$ cat config.mk
export PLATFORM = sky130hd
export DESIGN_NAME = bfpca_ctrl
export DESIGN_NICKNAME = d
export VERILOG_FILES = /design/src/design/bfpca_pkg.sv /design/src/design/bfpca_ctrl.sv
export SDC_FILE = /design/constraint.sdc
export NUM_CORES = 1
export LEC_CHECK = 0
export BUFFER_PORTS_ARGS = -buffer_cell sky130_fd_sc_hd__buf_4
export CAP_MARGIN = 20
export CORE_AREA = 2 2 39 41
export CTS_BUF_LIST = sky130_fd_sc_hd__clkbuf_4 sky130_fd_sc_hd__clkbuf_8 sky130_fd_sc_hd__clkbuf_16
export DETAILED_ROUTE_END_ITERATION = 16
export DIE_AREA = 0 0 41 43
export HOLD_SLACK_MARGIN = 0.12
export SLEW_MARGIN = 15
export SYNTH_ARGS = -nofsm -noshare
export SYNTH_HDL_FRONTEND = slang
export SYNTH_SLANG_ARGS = --single-unit
$ cat constraint.sdc
create_clock -name i_clk -period 1.66 [get_ports i_clk]
set_input_delay 0.083 -clock i_clk [delete_from_list [all_inputs] [get_ports i_clk]]
set_output_delay 0.083 -clock i_clk [all_outputs]
set_load 0.03 [all_outputs]
$ cat src/design/bfpca_pkg.sv
// Shared types and constants for the best-fit page chunk allocator.
package bfpca_pkg;

    localparam int CHUNK_SLOTS = 64;
    localparam int SLOT_W      = $clog2(CHUNK_SLOTS);
    localparam int USED_W      = $clog2(CHUNK_SLOTS + 1);
    localparam int PAGE_W      = 44;
    localparam int COUNT_W     = 20;
    localparam int SLOTS_OUT_W = 7;
    localparam int CFG_IDX_W   = 1;
    localparam int CFG_DATA_W  = 44;

    typedef enum logic [1:0] {
        OP_ALLOC = 2'd0,
        OP_FREE  = 2'd1,
        OP_INIT  = 2'd2,
        OP_NONE  = 2'd3
    } t_op;

    typedef enum logic [1:0] {
        ST_OK    = 2'd0,
        ST_BAD   = 2'd1,
        ST_NOFIT = 2'd2,
        ST_FULL  = 2'd3
    } t_status;

    typedef enum logic [CFG_IDX_W-1:0] {
        CFG_POOL_BASE  = 1'd0,
        CFG_POOL_COUNT = 1'd1
    } t_cfg_reg;

    typedef enum logic [2:0] {
        S_IDLE,
        S_DECODE,
        S_ALLOC_RD,
        S_ALLOC_LAST,
        S_FREE_SCAN,
        S_COMMIT
    } t_state;

    typedef struct packed {
        logic capture;
        logic rd_en;
        logic probe;
        logic commit;
    } t_dp_cmd;

    typedef struct packed {
        t_op  op;
        logic cnt_zero;
        logic base_zero;
        logic idx_last;
        logic slot_free;
        logic out_free;
    } t_dp_status;

endpackage

$ cat src/design/bfpca_ctrl.sv
// Controller: sequences capture, table scan and commit for each item.
module bfpca_ctrl
    import bfpca_pkg::*;
(
    input  logic       i_clk,
    input  logic       i_rst_n,
    input  logic       i_in_valid,
    output logic       o_in_stall,
    input  t_dp_status i_sts,
    output t_dp_cmd    o_cmd
);

    t_state r_state;
    t_state n_state;

    always_ff @(posedge i_clk) begin
        if (!i_rst_n) begin
            r_state <= S_IDLE;
        end else begin
            r_state <= n_state;
        end
    end

    always_comb begin
        n_state       = r_state;
        o_cmd         = '0;
        o_in_stall    = 1'b1;
        case (r_state)
            S_IDLE: begin
                o_in_stall = 1'b0;
                if (i_in_valid) begin
                    o_cmd.capture = 1'b1;
                    n_state       = S_DECODE;
                end
            end
            S_DECODE: begin
                if ((i_sts.op == OP_ALLOC) && !i_sts.cnt_zero) begin
                    n_state = S_ALLOC_RD;
                end else if ((i_sts.op == OP_FREE) && !i_sts.cnt_zero && !i_sts.base_zero) begin
                    n_state = S_FREE_SCAN;
                end else begin
                    n_state = S_COMMIT;
                end
            end
            S_ALLOC_RD: begin
                o_cmd.rd_en = 1'b1;
                if (i_sts.idx_last) begin
                    n_state = S_ALLOC_LAST;
                end
            end
            S_ALLOC_LAST: begin
                // last slot's read data is compared in this cycle
                n_state = S_COMMIT;
            end
            S_FREE_SCAN: begin
                o_cmd.probe = 1'b1;
                if (i_sts.slot_free || i_sts.idx_last) begin
                    n_state = S_COMMIT;
                end
            end
            S_COMMIT: begin
                // hold until the result register can take the item
                if (i_sts.out_free) begin
                    o_cmd.commit = 1'b1;
                    n_state      = S_IDLE;
                end
            end
            default: begin
                n_state = S_IDLE;
            end
        endcase
    end

endmodule

# Yosys cells after proc, flatten, opt, wreduce, memory -nomap -nowiden

Cells that the tools add are included.

Eq/ne operators: 10
Muxes and demuxes: 14
Reductions and logical operators: 9

Operator list:

| cell                                                            | count |
|---|---|
| 3-bit one-hot mux with 6 select lines                           | 1 |
| 3-bit two-way mux                                               | 5 |
| 1-bit two-way mux                                               | 8 |
| 2-bit inequality test, second input constant                    | 4 |
| 3-bit by 2-bit == test with 1-bit output, second input constant | 2 |
| 3-bit == test, second input constant                            | 2 |
| 4-bit AND reduction                                             | 1 |
| 3-bit by 1-bit == test with 1-bit output, second input constant | 1 |
| 1-bit logical AND                                               | 3 |
| 3-bit zero test                                                 | 1 |
| 2-bit by 1-bit == test with 1-bit output, second input constant | 1 |
| 1-bit zero test                                                 | 2 |
| 2-bit zero test                                                 | 1 |
| 1-bit logical OR                                                | 1 |

Bits in registers: 3
Output and inout port bits: 5
Logic and storage cells: 34

# Longest topological paths before layout

Depth after elaboration: 6
Gate-level depth with buffers: 5
Gate-level depth less buffers: 4

# Least setup slack after synthesis

No wires, ideal clock.

Path type: register -> output
Start point: reg r_state[0]
End point: out o_cmd[3] (netlist bit)
Arrival time: 1.493 ns
Required time: 1.577 ns
Setup slack: 0.084 ns
Cell stages (with the launch flop): 4
Buffers on the path: 1
Cells stage by stage: dfxtp_1 -> clkbuf_1 -> or3_1 -> nor2_1

RTL lines:

| item                   | RTL line         | source |
|---|---|---|
| start, declared        | bfpca_ctrl.sv:13 | `t_state r_state;` |
| start signal, assigned | bfpca_ctrl.sv:20 | `r_state <= n_state;` |
| end, declared          | bfpca_ctrl.sv:10 | `output t_dp_cmd o_cmd` |

==> impl_metrics.csv <==
group,metric,value,unit
run_status,outcome,"finished, final reports clean",
synth,synthDistinctLibCells,19,
grt,grt_pass1_wl,986,um
sta,clock-skew-final,0.000399,ns
grt,overflow,0,
synth,synth-async-reset-ratio,0,
sta,worst_pin_slew,0.369,ns
synth,ys_ff_latch,3,
grt,grt_pass1_vias,258,
routing,met2_length,286,um
run,drv_cap,0,
routing,wl_met3,45,um
setup_path,required,1.58,ns
finish,post-route-util,0.278,
power_and_ir_drop,p_per_area,1430,mW/mm^2
setup_path,critPathMaxFanout,11,
die,rows,14,
die,die_w,41,um
clock_tree,clockBufferDepth,2,
synth,synth_edf_count,0,
synth,synth_cells,31,
die,core,0.00138,sq mm
synth,ys_top_cells_by_area,"dfxtp_1 (25%), mux2i_1 (12%), o32ai_2 (6.7%), nand2_1 (6.2%), nor2_1 (6.2%)",
routing,vias,278,
setup_path,arrival,1.34,ns
sta,fin_crit_sh,0.860,
synth,yosysWarnings,0,
power_and_ir_drop,power,0.551,mW
finish,drive_gt1_frac,0.426,
clock_tree,tritoncts,"done",
grt,grt_max_degree,12,
setup_path,end_kind,"output pin",
routing,met1Wirelength,262,um
routing,wl_per_cell,9.43,um
die,io_pins,15,
synth,yosys-top-cells-count,"nand2_1 (4), nor2_1 (4), dfxtp_1 (3), mux2i_1 (3)",
sta,finalCriticalPeriod,1.43,ns
synth,synth.net_count,41,
finish,largest_reg_flops,3,
routing,drt_iter0_drc,7,
sta,relSlewSlack,0.747,
synth,yosysTopAreaCellShare,0.249,
setup_path,start_kind,"flop",
setup_path,slowest_stage,"or3_1",
routing,top_layer_used,"met3",
finish,area_growth_syn_to_layout,59.6,%
routing,wl,594,um
clock_tree,clock_latency,0.23,ns
synth,syn_area,241,sq um
sta,fmax,0.701,GHz
setup_path,path_cells,"or3_1, nor2_1, buf_4",
power_and_ir_drop,peakVddDrop,0.000304,V
finish,nets,58,
routing,viasPerCell,4.41,
finish,top_regs,"r_state (3)",
placed_design,gp_congestion,0.695,
die,die-area,0.00176,sq mm
synth,avgSynthCellArea,7.79,sq um
setup_path,rr_worst_depth,4,
clock_tree,cts.sinks,3,
sta,hold_viol,0,
placed_design,numPortBuffers,14,
sta,drv_slew,0,
grt,antenna_found_initial,0,
die,die_h,43,um
die,initial_core_util,0.175,
routing,first_pass_iters,2,
clock_tree,cts_buffers,3,
finish,regMostFlops,"r_state",
worst_hold_path,holdPathStages,3,
routing,drc,0,
power_and_ir_drop,p_leak,0.173,nW
sta,rsz0062_at_grt,"false",
grt,track_usage,0.0832,
worst_hold_path,hp-class,"in -> reg",
clock_tree,htreeDepth,1,
sta,setup_violations,0,
synth,synth_ff_type,"dfxtp_1",
clock_tree,cts_root_buffer,"clkbuf_4",
sta,setup_tns,0,ns
clock_tree,post_cts_buffers,0,
setup_path,crit_path_max_incr_delay,0.44,ns
synth,synth_area_leader_cell,"dfxtp_1",
setup_path,path_class,"reg -> out",
finish,antennaDiodeCount,0,
clock_tree,postCtsHoldBufs,0,
clock_tree,cts_resized,0,
routing,ant_nets,0,
synth,ys_seq_area_frac,0.249,
clock_tree,clk_pin_slew_worst_paths,0.04,ns
==> area by class of cell <==
cell class	instances	area [sq um]
fillers	162	998
multi-input cells	24	163
repair buffers	14	105
flip-flops and latches	3	60.1
clock buffers	4	30.0
well taps	16	20.0
inverters	2	7.51
==> where the power goes <==
group | internal (mW) | switching, mW
Clock | 0.106 | 0.0389
Combinational | 0.124 | 0.134
Sequential | 0.0928 | 0.0550
==> cells in the final DEF (no fill, tap or decap) <==
cell type  instances
nand2_1            4
dfxtp_1            3
nand2b_1           1
inv_1              2
a2111oi_0          1
nor2_1             4
nand2b_4           1
o21a_1             1
buf_4             14
o32ai_2            1
nor3b_1            2
o21ai_0            1
o22ai_1            1
clkbuf_4           4
or3_1              1
nor4_1             1
a31oi_1            1
mux2i_1            3
nor3_1             1
==> final timing paths <==
path | from | endpoint | slack (ns)
worst max-delay path | r_state[0]$_SDFFE_PN0P_ | o_cmd[3] | 0.23
worst min-delay path | i_rst_n | r_state[0]$_SDFFE_PN0P_ | 0.15
worst max register to register | r_state[2]$_SDFFE_PN0P_ | r_state[0]$_SDFFE_PN0P_ | 0.32
worst min register to register | r_state[2]$_SDFFE_PN0P_ | r_state[2]$_SDFFE_PN0P_ | 0.60
==> metrics by stage <==
stage / instances / hold WS, ns / instance area [sq um] / setup slack (ns)
5_1_grt: 63 / 0.157 / 385 / 0.141
3_5_place_dp: 59 / 0.391 / 355 / 0.298
2_1_floorplan: 31 / 0.222 / 241 / 0.0837
3_3_place_gp: 59 / 0.376 / 355 / 0.339
4_1_cts: 63 / 0.139 / 385 / 0.219
6_report: 63 / 0.146 / 385 / 0.233
==> worst max-delay path, delay by kind of cell (launching register included) <==
kind	cells	cell delay, ns
buffers and inverters	1	0.16
DFF	1	0.41
and+or+nand+nor	2	0.54
==> per-layer routing <==
layer	vias to the layer above	track usage
met4	0	0.0600
met3	0	0.0314
met5	-	0
li1	145	-
met2	9	0.122
met1	124	0.0927
==> cells by family after synthesis <==
logic type / Yosys count / synth area share
AO/OA/AOI/OAI: 6 / 0.207
flip-flops: 3 / 0.249
buffers and inverters: 4 / 0.0777
AND/OR/NAND/NOR: 15 / 0.342
multiplexers: 3 / 0.124
(Power assumes the default switching activity.)
